`config.mk`:
```
export PLATFORM = sky130hd
export DESIGN_NAME = bfts_front
export DESIGN_NICKNAME = d
export VERILOG_FILES = /design/src/rtl/core/bfts_pkg.sv /design/src/rtl/core/bfts_front.sv
export SDC_FILE = /design/constraint.sdc
export NUM_CORES = 1
export LEC_CHECK = 0
export BUFFER_PORTS_ARGS = -buffer_cell sky130_fd_sc_hd__buf_2
export CAP_MARGIN = 0
export CORE_ASPECT_RATIO = 1.5
export CORE_MARGIN = 4
export CORE_UTILIZATION = 40
export DETAILED_ROUTE_END_ITERATION = 6
export PLACE_DENSITY = 0.74
export SYNTH_ARGS = -nofsm -noshare
export SYNTH_HDL_FRONTEND = slang
export SYNTH_SLANG_ARGS = --single-unit
export TNS_END_PERCENT = 30
```
`constraint.sdc`:
```
create_clock -name clk -period 2.5 [get_ports clk]
set_clock_uncertainty 0.2 [all_clocks]
set_input_delay 0.25 -clock clk [delete_from_list [all_inputs] [get_ports clk]]
set_output_delay 0.25 -clock clk [all_outputs]
set_load 0.01 [all_outputs]
```
`src/rtl/core/bfts_pkg.sv`:
```
// ----------------------------------------------------------------------------
// bfts_pkg
// Types and constants shared by the best-first tuple-sum enumerator.
// ----------------------------------------------------------------------------
package bfts_pkg;

  localparam int NUM_LISTS = 4;
  localparam int LIST_LEN  = 16;
  localparam int IDX_W     = 4;
  localparam int SCORE_W   = 16;
  localparam int SUM_W     = 18;
  localparam int SCORE_AW  = 6;
  localparam int SCORE_DEPTH = NUM_LISTS * LIST_LEN;
  localparam int TUPLE_W   = NUM_LISTS * IDX_W;

  localparam logic [1:0] KIND_LOAD  = 2'd0;
  localparam logic [1:0] KIND_START = 2'd1;
  localparam logic [1:0] KIND_NEXT  = 2'd2;

  localparam logic [1:0] ST_OK       = 2'd0;
  localparam logic [1:0] ST_EMPTY    = 2'd1;
  localparam logic [1:0] ST_HEAP_OVF = 2'd2;
  localparam logic [1:0] ST_VIS_OVF  = 2'd3;

  localparam logic [2:0] CFG_LIST_COUNT = 3'd0;
  localparam logic [2:0] CFG_LEN_0      = 3'd1;
  localparam logic [2:0] CFG_LEN_1      = 3'd2;
  localparam logic [2:0] CFG_LEN_2      = 3'd3;
  localparam logic [2:0] CFG_LEN_3      = 3'd4;

  typedef struct packed {
    logic [1:0]  kind;
    logic [1:0]  list_select;
    logic [3:0]  entry_pos;
    logic [15:0] entry_value;
  } in_t;

  typedef struct packed {
    logic [1:0]  status;
    logic [3:0]  index_0;
    logic [3:0]  index_1;
    logic [3:0]  index_2;
    logic [3:0]  index_3;
    logic [17:0] score_sum;
  } out_t;

  typedef struct packed {
    logic [2:0]                list_count;
    logic [NUM_LISTS-1:0][4:0] len;
  } cfg_t;

  typedef enum logic [1:0] {
    OP_LOAD,
    OP_START,
    OP_NEXT,
    OP_NONE
  } op_e;

  typedef struct packed {
    op_e                 op;
    logic [1:0]          sel;
    logic [IDX_W-1:0]    pos;
    logic [SCORE_W-1:0]  val;
  } req_t;

  typedef logic [NUM_LISTS-1:0][IDX_W-1:0] tuple_t;

  typedef enum logic [4:0] {
    BS_IDLE,
    BS_POP0,
    BS_POP1,
    BS_SD_V,
    BS_SD_L,
    BS_SD_LD,
    BS_SD_CV,
    BS_SD_RD,
    BS_SD_RV,
    BS_SD_CMP,
    BS_SD_SW,
    BS_SOLSUM,
    BS_SOL_DONE,
    BS_NB,
    BS_VS,
    BS_VS_CMP,
    BS_PUSH,
    BS_SU_V,
    BS_SU_P,
    BS_SU_PD,
    BS_SU_CMP,
    BS_SU_SW,
    BS_MARK,
    BS_SUM
  } bstate_e;

endpackage

```
`src/rtl/core/bfts_front.sv`:
```
// ----------------------------------------------------------------------------
// bfts_front
// Accepts requests, decodes their kind and queues them for the back end.
// ----------------------------------------------------------------------------
module bfts_front (
  input  logic          clk,
  input  logic          rst_n,
  input  logic          in_valid,
  output logic          in_stall,
  input  bfts_pkg::in_t in_data,
  output logic          q_valid,
  output bfts_pkg::req_t q_req,
  input  logic          q_pop
);
  import bfts_pkg::*;

  req_t       mem_r [2];
  logic [1:0] cnt_r, cnt_nxt;
  logic       wp_r, rp_r;
  logic       push;
  req_t       dec;

  always_comb begin
    dec.sel = in_data.list_select;
    dec.pos = in_data.entry_pos;
    dec.val = in_data.entry_value;
    unique case (in_data.kind)
      KIND_LOAD:  dec.op = OP_LOAD;
      KIND_START: dec.op = OP_START;
      KIND_NEXT:  dec.op = OP_NEXT;
      default:    dec.op = OP_NONE;
    endcase
  end

  assign in_stall = (cnt_r == 2'd2);
  assign push     = in_valid && !in_stall;
  assign q_valid  = (cnt_r != 2'd0);
  assign q_req    = mem_r[rp_r];

  always_comb begin
    cnt_nxt = cnt_r;
    if (push && !(q_pop && q_valid)) begin
      cnt_nxt = cnt_r + 2'd1;
    end else if (!push && q_pop && q_valid) begin
      cnt_nxt = cnt_r - 2'd1;
    end
  end

  always_ff @(posedge clk) begin
    if (!rst_n) begin
      cnt_r <= 2'd0;
      wp_r  <= 1'b0;
      rp_r  <= 1'b0;
    end else begin
      cnt_r <= cnt_nxt;
      if (push) begin
        wp_r <= ~wp_r;
      end
      if (q_pop && q_valid) begin
        rp_r <= ~rp_r;
      end
    end
  end

  always_ff @(posedge clk) begin
    if (push) begin
      mem_r[wp_r] <= dec;
    end
  end

endmodule

```
### After elaboration in Yosys (flattened, before gate mapping)

Memory sizes are Yosys's and may differ from the RTL's. A register that Yosys moved wholly into a read port is not among the register bits.
Index checks and enable logic that the tools add are counted.

| word-level totals | value |
|---|---|
| register bits | 4 |
| memory bits (writable) | 48 |
| input port bits | 28 |
| output and inout port bits | 26 |
| logic and storage cells | 29 |
| memories kept | 1 |

| cells by class | value |
|---|---|
| $add $sub $neg | 2 |
| equality and inequality tests | 3 |
| mux-type cells | 7 |
| bitwise logic cells | 2 |
| reduce and logical (&&, ||, !) cells | 11 |

Memory list:

| name | words | bits a word | rd ports | clocked after Yosys merged registers in | write ports | RTL line | RTL |
|---|---|---|---|---|---|---|---|
| mem_r | 2 | 24 | 1 | 1 | 1 | bfts_front.sv:17 | `req_t mem_r [2];` |

Operators by type and width:

| cell | count |
|---|---|
| $pmux W2 S3 | 1 |
| $logic_and A1 B1 Y1 | 5 |
| $eq A2 B2 Y1 const B | 2 |
| $mux W1 | 4 |
| $mux W2 | 2 |
| $reduce_bool A2 Y1 | 2 |
| $logic_not A1 Y1 | 3 |
| $add A2 B1 Y2 const B | 1 |
| $eq A2 B1 Y1 const B | 1 |
| $logic_not A2 Y1 | 1 |
| $not A1 Y1 | 2 |
| $sub A2 B1 Y2 const B | 1 |

### Longest topological paths before layout

Gate-level depths: netlist of the first run.

| depth | value |
|---|---|
| word-level depth | 8 |
| mapped depth | 4 |

### Worst setup path before layout of the first run

No wires, ideal clock.

| timing path | value |
|---|---|
| kind | register to register |
| from | register cnt_r[0] |
| to | memory mem_r[0][0] (netlist name) (enable) |
| library setup time | 385 ps |
| arrival | 1240 ps |
| data required time | 1915 ps |
| path slack | 676 ps |
| stages on the path, launching flop included | 4 |
| path buffers | 0 |
| period minus slack after synthesis | 1824 ps |
| path through | dfxtp_1 nand2b_2 inv_2 nor3_4 |

| on the way | value |
|---|---|
| cells in the longest elaborated chain, start to end | 5 |

RTL lines:

| item | RTL line | RTL |
|---|---|---|
| start: declaration | bfts_front.sv:18 | `logic [1:0] cnt_r, cnt_nxt;` |
| start signal: assignment | bfts_front.sv:55 | `cnt_r <= cnt_nxt;` |
| $eq A2 B2 Y1 | bfts_front.sv:35 | `assign in_stall = (cnt_r == 2'd2);` |
| named net in_stall | bfts_front.sv:9 | `output logic in_stall,` |
| $logic_not A1 Y1 | bfts_front.sv:36 | `assign push = in_valid && !in_stall;` |
| $logic_and A1 B1 Y1 | bfts_front.sv:36 |  |
| $mux W1 | bfts_front.sv:66 | `if (push) begin` |
| $mux W1 (not written as such) | bfts_front.sv:67 | `mem_r[wp_r] <= dec;` |
| end: declaration | bfts_front.sv:17 |  |

The timed path passes the listed nets, and every way through them passes these cells.

==> qor.txt, run 1 <==
Filler cells = 397
Least-Margin Pin Slew = 558 ps
fmax = 0.557 GHz
count leader, synth = edfxtp_1
Clock Power Share = 26.5%
DRT Pass-1 Iters = 4
crit path buf inv count = 2
sequential area share after synthesis = 77.1%
largest area contributor in the netlist = edfxtp_1
Die W = 65.7 um
footprint of the multi-input gates = 415 um2
Clock Pin Slew Worst Setup and Hold Paths = 80 ps
FF/Latch Area = 1540 um2
WL final = 3800 um
status = finished, final reports clean
sequential power share = 59.6%
post-DR wirelength/cell = 15.0 um
post-route cell area = 2670 um2
Netlist Area Pre-Place = 2000 um2
Via density = 4.58
Synth Area in Compound Gates = 2.57%
CTS buffer count = 5
Initial Utilization = 41.2%
Final min period = 1800 ps
#FFs+latches synth = 53
Slowest-stage cell, CP = mux2_2
static leakage = 1.02 nW
mux cell area share after synthesis = 14.0%
area share of the largest cell type after synthesis = 72.1%
area grow syn2layout = 33.7%
CP Max Fanout = 13
Root Buffer = clkbuf_8
Post-DP HPWL = 2670 um
critical path startpoint category = flip-flop
GRT Total Usage = 13.1%
Slew Viols, Final = 0
worst vdd ir = 334 uV
vias in the first global route = 1237
final hold violation count = 0
area of the core = 4850 um2
number of flops mapped to enable cells by yosys = 48
final worst-path cycle share = 71.8%
CP Cell Sequence = buf_4, mux2_2, buf_2
flop2flop setup slack = 730 ps
PostCTS Resize Cnt = 0
CTS tree = done
final hold slack = 33.8 ps
initial antenna violation count = 0
layout cells sized above 1 = 49.2%
H-tree depth = 2
Avg Inst Size Synth = 19.4 um2
placed cell areas = 2340 um2
xor/xnor share of the synthesized area = 0.438%
main combinational cell family by area after synthesis = multiplexers
clock sinks = 53
RSZ-0062 raised after global routing = false
FP Rows = 31
Slew Limit Headroom = 62.8%
Total Neg Setup Slack = 0 ps
Primary FF master, synth = edfxtp_1
Post-synth ARST share = 0%
max cap viols = 0
cells after synthesis = 103
CP max stage delay = 370 ps
dominant cells by area after synthesis = edfxtp_1 72%, mux2_2 14%, dfxtp_1 5.0%
die area = 6220 um2
Synth Area in Simple Gates = 3.75%
Max Root-Sink Buffers = 2
clock insertion delay at the later pin of the skew report = 290 ps
PD cells = 651 nW/um2
Diodes inserted = 0
Adder-Cell Fraction of Synth Area = 0%
Port Buffers = 53
Logic pwr share = 13.9%
CP required = 2050 ps
Crit Path Category = reg2out
GRT overflow = 0
CP arrival = 1350 ps
Sw Share = 20.9%
synth warn = 0
Vias = 1158
Setup Buffers After CTS = 0
syn nets = 131
drt drc = 0
DRT antenna net count = 0
crit-path leading delay family = multiplexers
synth unique cells = 24
largest net degree at the start of global routing = 25
Internal Power = 1.38 mW
I/O pin total = 54
first-pass GRT wire length = 5860 um
Final nets = 214
worst hold-check path type = in2reg
RePlAce Congestion = 0.676
Synth top cells by count = 48 x edfxtp_1, 24 x mux2_2, 5 x dfxtp_1
Die Ht = 94.6 um
Worst setup EP type = output port
net load switching power = 0.364 mW
setup violation total in the final timing report = 0
initial drt markers = 27
## power groups by stage
stage | Combinational, mW | Clock [mW] | Sequential (mW)
2_1_floorplan | 0.126 | 0 | 1.05
3_3_place_gp | 0.207 | 0 | 1.05
3_5_place_dp | 0.215 | 0 | 1.06
4_1_cts | 0.245 | 0.474 | 1.04
5_1_grt | 0.262 | 0.514 | 1.04
6_report | 0.242 | 0.460 | 1.04
## flip-flops by register name, summed over array words and instances, names as in the netlist, named ones only
signal / flops
wp_r: 1
mem_r: 48
rp_r: 1
cnt_r: 2
## per-layer routing
layer,vias up,routed length (um),track usage [%]
met4,0,70,6.75
met3,6,173,2.98
met2,39,2210,24.0
li1,562,-,-
met5,-,0,0
met1,551,1350,13.6
## cell families after synthesis
| kind of cell | after synthesis |
|---|---|
| and+or+nand+nor | 10 |
| muxes | 25 |
| xor gates and xnor gates | 1 |
| buffers and inverters | 7 |
| DFF | 53 |
| AOI/OAI and AO/OA | 7 |
## layout make-up
cell class | instances | share of cell area [%]
flip-flops and latches | 53 | 57.7
multi-input cells | 43 | 15.5
well taps | 66 | 3.09
inverters | 2 | 0.281
clock buffers | 8 | 3.37
repair buffers | 81 | 20.0
## path summary, 6_finish.rpt
check,depth (start not counted),to,startpoint
min,2,wp_r$_SDFFE_PN0P_,rst_n
min reg2reg,2,rp_r$_SDFFE_PN0P_,rp_r$_SDFFE_PN0P_
max,3,q_req[12],flip-flop
max reg2reg,2,mem_r[1][15]$_DFFE_PP_,cnt_r[0]$_SDFFE_PN0P_
## cell usage in the layout, fill, tap and decap left out, drive strengths merged
master	netlist	layout
a21boi	1	1
a21oi	1	1
and2	3	3
and3	1	1
buf	3	57
clkbuf	2	8
dfxtp	5	5
dlygate4sd3	0	24
edfxtp	48	48
inv	2	2
mux2	24	24
mux2i	1	1
nand2	1	1
nand2b	2	2
nand3b	1	1
nor3	1	1
o211a	1	1
o21a	2	2
o21ai	1	1
o221ai	1	1
or2	1	1
xnor2	1	1
## metrics by stage
| step | std cells | total power [mW] | setup slack (ps) | util (%) |
|---|---|---|---|---|
| final | 253 | 1.74 | 705 | 55.1 |
| after global routing | 253 | 1.82 | 631 | 55.1 |
| after CTS | 253 | 1.76 | 681 | 55.1 |
| after detailed placement | 221 | 1.27 | 742 | 48.3 |
| after global placement | 221 | 1.26 | 838 | 48.3 |
| after floorplan | 103 | 1.18 | 676 | - |
## repair_timing
item | CTS | global route
hold buffers | 24 | 0
endpoints found under the hold margin | 48 | 0
setup endpoints to repair | 0 | 0
(Power assumes the default switching activity.)
==> inputs of run 2 (changes only) <==
--- a/config.mk
+++ b/config.mk
@@ -5,13 +5,14 @@
 export SDC_FILE = /design/constraint.sdc
 export NUM_CORES = 1
 export LEC_CHECK = 0
+export ABC_AREA = 1
 export BUFFER_PORTS_ARGS = -buffer_cell sky130_fd_sc_hd__buf_2
 export CAP_MARGIN = 0
 export CORE_ASPECT_RATIO = 1.5
 export CORE_MARGIN = 4
 export CORE_UTILIZATION = 40
 export DETAILED_ROUTE_END_ITERATION = 6
-export PLACE_DENSITY = 0.74
+export PLACE_DENSITY = 0.76
 export SYNTH_ARGS = -nofsm -noshare
 export SYNTH_HDL_FRONTEND = slang
 export SYNTH_SLANG_ARGS = --single-unit
==> constraint.sdc (replaced) <==
create_clock -name clk -period 1.5 [get_ports clk]
set_clock_uncertainty 0.2 [all_clocks]
set_input_delay 0.15 -clock clk [delete_from_list [all_inputs] [get_ports clk]]
set_output_delay 0.15 -clock clk [all_outputs]
set_load 0.01 [all_outputs]
==> qor.txt, run 2 <==
largest net degree at the start of global routing = 18 (-28%)
Slowest-stage cell, CP = dfxtp_4
syn nets = 141 (+7.6%)
drt drc = 0 (unchanged)
Max Root-Sink Buffers = 2 (unchanged)
CP arrival = 1290 ps (-60 ps)
dominant cells by area after synthesis = edfxtp_1 70%, mux2_4 14%, dfxtp_1 4.8%
synth warn = 0 (unchanged)
final hold violation count = 0 (unchanged)
Die W = 66.8 um (+1.6%)
post-route cell area = 3040 um2 (+14%)
Post-synth ARST share = 0% (unchanged)
static leakage = 1.23 nW (+20%)
CP required = 1150 ps (-900 ps)
worst reg-to-reg path cell count = 5 (+3)
setup violation total in the final timing report = 24 (+24)
area of the core = 4930 um2 (+1.6%)
area share of the largest cell type after synthesis = 69.5% (-2.6 points)
Setup Buffers After CTS = 0 (unchanged)
FP Rows = 31 (unchanged)
footprint of the multi-input gates = 492 um2 (+18%)
FF/Latch Area = 1550 um2 (+0.32%)
largest register by flop count = mem_r
DRT Pass-1 Iters = 3 (-1)
Die Ht = 96.2 um (+1.7%)
fmax = 0.611 GHz
Via density = 4.49 (-1.9%)
synth unique cells = 15 (-38%)
count leader, synth = edfxtp_1
final worst-path cycle share = 109%
commonest non-fill, non-tap cell in the layout = edfxtp_1
placed cell areas = 2470 um2 (+5.4%)
GRT overflow = 0 (unchanged)
WL final = 3850 um (+1.3%)
area grow syn2layout = 46.5%
die area = 6420 um2 (+3.3%)
Vias = 1203 (+3.9%)
post-DR wirelength/cell = 14.4 um (-4.3%)
Worst setup EP type = output port
GRT Total Usage = 12.8% (-0.27 points)
setup slack after layout = -138 ps (-843 ps)
critical path startpoint category = flip-flop
initial drt markers = 13 (-52%)
PD cells = 1060 nW/um2 (+63%)
I/O pin total = 54 (unchanged)
Final min period = 1640 ps
H-tree depth = 2 (unchanged)
failing checks = setup timing
largest area contributor in the netlist = edfxtp_1
Port Buffers = 53 (unchanged)
layout cells sized above 1 = 48.0% (-1.2 points)
Root Buffer = clkbuf_8
#FFs+latches synth = 53 (unchanged)
Filler cells = 367 (-7.6%)
max cap viols = 0 (unchanged)
Core Util, Final = 61.6% (+6.5 points)
clock sinks = 53 (unchanged)
Avg Inst Size Synth = 18.3 um2 (-5.5%)
Clock Pin Slew Worst Setup and Hold Paths = 80 ps (about the same)
CP Cell Sequence = clkbuf_16, mux2_4, buf_6
CP max stage delay = 400 ps (+30 ps)
cells after synthesis = 113 (+9.7%)
Slew Viols, Final = 0 (unchanged)
CTS buffer count = 5 (unchanged)
Largest register FFs = 48 (unchanged)
commonest cells after routing, fill and taps aside = 48 x edfxtp_1, 29 x buf_2, 26 x dlygate4sd3_1
Least-Margin Pin Slew = 145 ps (-412 ps)
Synth top cells by count = 48 x edfxtp_1, 20 x mux2_4, 11 x nand2_1
status = finished with violations
Netlist Area Pre-Place = 2070 um2 (+3.7%)
initial antenna violation count = 0 (unchanged)
worst vdd ir = 699 uV (+110%)
RSZ-0062 raised after global routing = true
clock insertion delay at the later pin of the skew report = 290 ps (about the same)
Diodes inserted = 0 (unchanged)
number of flops mapped to enable cells by yosys = 48 (unchanged)
sequential area share after synthesis = 74.4% (-2.7 points)
Crit Path Category = reg2out
DRT antenna net count = 0 (unchanged)
hold depth = 4 (+2)
CTS tree = done
CP Max Fanout = 8 (-5)
vias in the first global route = 1334 (+7.8%)
worst hold-check path type = in2reg
Final nets = 229 (+7.0%)
Primary FF master, synth = edfxtp_1
Initial Utilization = 42.1% (+0.85 points)
RePlAce Congestion = 0.663 (-1.9%)
first-pass GRT wire length = 5980 um (+2.1%)
Slew Limit Headroom = 90.3% (+27 points)
Largest regs = mem_r: 48 flops, cnt_r: 2 flops
run 2: changes by cell type after synthesis, sizes merged, moves of 2 or more:
cell and delta:
nand2 +11, nand3 +3, inv +3, nor2 +9, o21a -2, nand2b -2
and2 -3
run 2: routing by layer:
metal / global-route usage (%) / wire (um) / vias up / part of all wire (%)
met3: 3.97 / 189 / 9 / 4.9
met5: 0 / 0 / - / 0
met1: 12.2 / 1290 / 573 / 33
met4: 5.25 / 87 / 0 / 2.3
met2: 24.7 / 2280 / 36 / 59
li1: - / - / 585 / -
run 2: cell families after synthesis:
logic type	Yosys count	share of synthesized area [%]
buf+inv	10	3.74
mux	24	16.7
flops	53	74.4
simple gates	25	5.01
compound gates	1	0.241
run 2: path summary, 6_finish.rpt:
path                    startpoint               endpoint  slack, ps
max reg2reg  cnt_r[0]$_SDFFE_PN0P_  mem_r[1][7]$_DFFE_PP_         90
min reg2reg      rp_r$_SDFFE_PN0P_              flip-flop        320
max                      flip-flop               q_req[9]       -140
min                       in_valid  cnt_r[1]$_SDFFE_PN0P_         70
run 2: repair_timing:
item	4_1_cts	5_1_grt
resized for setup	32	0
pin swaps	0	0
cloned	0	1
endpoints found under the hold margin	53	0
hold buffers	26	0
setup endpoints to repair	24	24
run 2: critical path: cells and delay by family, from the launching register on:
family                 cells  cell delay, ps
multiplexers               1             300
buffers and inverters      2             290
flip-flops                 1             400
run 2: report_power, final:
part | switching (mW) | leakage [nW] | internal (mW) | total, mW
sequential | 0.0318 | 0.492 | 1.71 | 1.74
combinational | 0.229 | 0.687 | 0.356 | 0.585
clock | 0.403 | 0.0528 | 0.492 | 0.895
total | 0.663 | 1.23 | 2.56 | 3.22
run 2: final cells by class:
cell class | instances | share of cell area (%)
repair buffers | 86 | 26.0
inverters | 5 | 0.618
clock buffers | 6 | 2.39
clock inverters | 2 | 1.11
well taps | 66 | 2.72
flip-flops and latches | 53 | 50.9
multi-input cells | 50 | 16.2
run 2: stage by stage:
| stage | std cells | hold WS [ps] | setup TNS, ps | worst slack (ps) | total power, mW |
|---|---|---|---|---|---|
| floorplan | 113 | 48.9 | -984 | -37.5 | 2.03 |
| global placement | 233 | 137 | 0 | 123 | 2.18 |
| detailed placement | 233 | 142 | 0 | 89.9 | 2.19 |
| CTS | 267 | 48.2 | -3490 | -163 | 3.25 |
| global route | 268 | 78.4 | -4280 | -192 | 3.37 |
| finish | 268 | 72.7 | -3070 | -138 | 3.22 |
==> inputs of run 3 (changes only) <==
--- a/config.mk
+++ b/config.mk
@@ -11,9 +11,10 @@
 export CORE_ASPECT_RATIO = 1.5
 export CORE_MARGIN = 4
 export CORE_UTILIZATION = 40
+export CTS_CLUSTER_DIAMETER = 150
 export DETAILED_ROUTE_END_ITERATION = 6
 export PLACE_DENSITY = 0.76
 export SYNTH_ARGS = -nofsm -noshare
 export SYNTH_HDL_FRONTEND = slang
 export SYNTH_SLANG_ARGS = --single-unit
-export TNS_END_PERCENT = 30
+export TNS_END_PERCENT = 5
==> qor.txt, run 3 (synthesis results as in run 2) <==
Worst setup EP type = output port
Slew Limit Headroom = 90.3% (about the same)
RePlAce Congestion = 0.663 (unchanged)
max cap viols = 0 (unchanged)
Crit Path Category = reg2out
Final nets = 229 (unchanged)
setup violation total in the final timing report = 24 (unchanged)
Die Ht = 96.2 um (unchanged)
worst vdd ir = 702 uV (+0.39%)
Final min period = 1640 ps (-0.239 ps)
Total Neg Setup Slack = -3040 ps (+29.2 ps)
status = finished with violations
crit path buf inv count = 2 (unchanged)
Least-Margin Pin Slew = 146 ps (+0.308 ps)
final worst-path cycle share = 109% (about the same)
area of the core = 4930 um2 (unchanged)
WL final = 3850 um (unchanged)
worst hold-check path type = in2reg
post-DR wirelength/cell = 14.4 um (unchanged)
failing checks = setup timing
CP required = 1150 ps (about the same)
static leakage = 1.23 nW (unchanged)
final hold violation count = 0 (unchanged)
Vias = 1194 (-0.75%)
crit-path leading delay family = flip-flops
Initial Utilization = 42.1% (unchanged)
die area = 6420 um2 (unchanged)
CP arrival = 1290 ps (about the same)
vias in the first global route = 1325 (-0.67%)
CP Cell Sequence = clkbuf_16, mux2_4, buf_6
Slew Viols, Final = 0 (unchanged)
Setup Buffers After CTS = 0 (unchanged)
commonest non-fill, non-tap cell in the layout = edfxtp_1
Filler cells = 368 (+0.27%)
clock sinks = 53 (unchanged)
fmax = 0.611 GHz (about the same)
CP Max Fanout = 8 (unchanged)
CTS tree = done
commonest cells after routing, fill and taps aside = 48 x edfxtp_1, 29 x buf_2, 26 x dlygate4sd3_1
H-tree depth = 2 (unchanged)
CP max stage delay = 400 ps (about the same)
RSZ-0062 raised after global routing = true
initial antenna violation count = 0 (unchanged)
first-pass GRT wire length = 5950 um (-0.59%)
initial drt markers = 15 (+2)
Diodes inserted = 0 (unchanged)
critical path startpoint category = flip-flop
Port Buffers = 53 (unchanged)
Via density = 4.46 (-0.75%)
Clock Pin Slew Worst Setup and Hold Paths = 80 ps (about the same)
GRT overflow = 0 (unchanged)
DRT antenna net count = 0 (unchanged)
largest register by flop count = mem_r
GRT Total Usage = 12.8% (-0.049 points)
area grow syn2layout = 46.5% (unchanged)
largest net degree at the start of global routing = 18 (unchanged)
FP Rows = 31 (unchanged)
PD cells = 1060 nW/um2 (about the same)
overall power = 3.22 mW (about the same)
clock insertion delay at the later pin of the skew report = 290 ps (about the same)
placed insts = 233 (unchanged)
DRT Pass-1 Iters = 4 (+1)
I/O pin total = 54 (unchanged)
Slowest-stage cell, CP = dfxtp_4
Layout Cells excl Fill = 268 (unchanged)
layout cells sized above 1 = 48.0% (unchanged)
Core Util, Final = 61.6% (unchanged)
Largest regs = mem_r: 48 flops, cnt_r: 2 flops
setup slack after layout = -138 ps (+0.239 ps)
Largest register FFs = 48 (unchanged)
CTS buffer count = 5 (unchanged)
FF/Latch Area = 1550 um2 (unchanged)
Max Root-Sink Buffers = 2 (unchanged)
Root Buffer = clkbuf_8
DP Worst Slack = 89.9 ps (unchanged)
drt drc = 0 (unchanged)
footprint of the multi-input gates = 492 um2 (unchanged)
Die W = 66.8 um (unchanged)
## run 3: routing by layer
layer  part of all wire [%]  vias up  GRT usage, %
met5                      0        -             0
met4                    1.8        0          5.25
met3                    5.1        7          4.09
met2                     60       36          24.6
met1                     34      566          12.1
li1                       -      585             -
## run 3: repair_timing
item,CTS,global route
endpoints found under the hold margin,53,0
resized for setup,28,4
hold buffers,26,0
endpoints found under the setup margin,24,24
cloned,0,1
## run 3: report_power, final
| group | total, mW | internal [mW] | switching (mW) |
|---|---|---|---|
| clock | 0.895 | 0.492 | 0.403 |
| combinational | 0.584 | 0.356 | 0.228 |
| sequential | 1.74 | 1.71 | 0.0319 |
| total | 3.22 | 2.56 | 0.663 |
## run 3: final cells by class
class	instances	area share, %
Sequential cell	53	50.9
Inverter	5	0.618
Tap cell	66	2.72
Clock buffer	6	2.39
Clock inverter	2	1.11
Multi-Input combinational cell	50	16.2
Timing Repair Buffer	86	26.0
## run 3: final timing paths
path / startpoint / end / slack, ps / cells after the start
hold / removal: in_valid / cnt_r[1]$_SDFFE_PN0P_ / 70 / 4
setup reg to reg: cnt_r[0]$_SDFFE_PN0P_ / mem_r[1][7]$_DFFE_PP_ / 90 / 5
setup / recovery: flip-flop / q_req[9] / -140 / 3
hold reg to reg: rp_r$_SDFFE_PN0P_ / flip-flop / 320 / 2
## run 3: through the flow
stage | hold WS, ps | instance area (um2)
final | 72.9 | 3040
after global routing | 77.2 | 3040
after CTS | 48.2 | 3000
after detailed placement | 142 | 2470
after global placement | 137 | 2470
after floorplan | 48.9 | 2100
## run 3: worst register-to-register path, delay by kind of cell, from the launching register on
family | cells | cell delay [ps]
simple gates | 3 | 310
buf+inv | 2 | 250
flops | 1 | 360
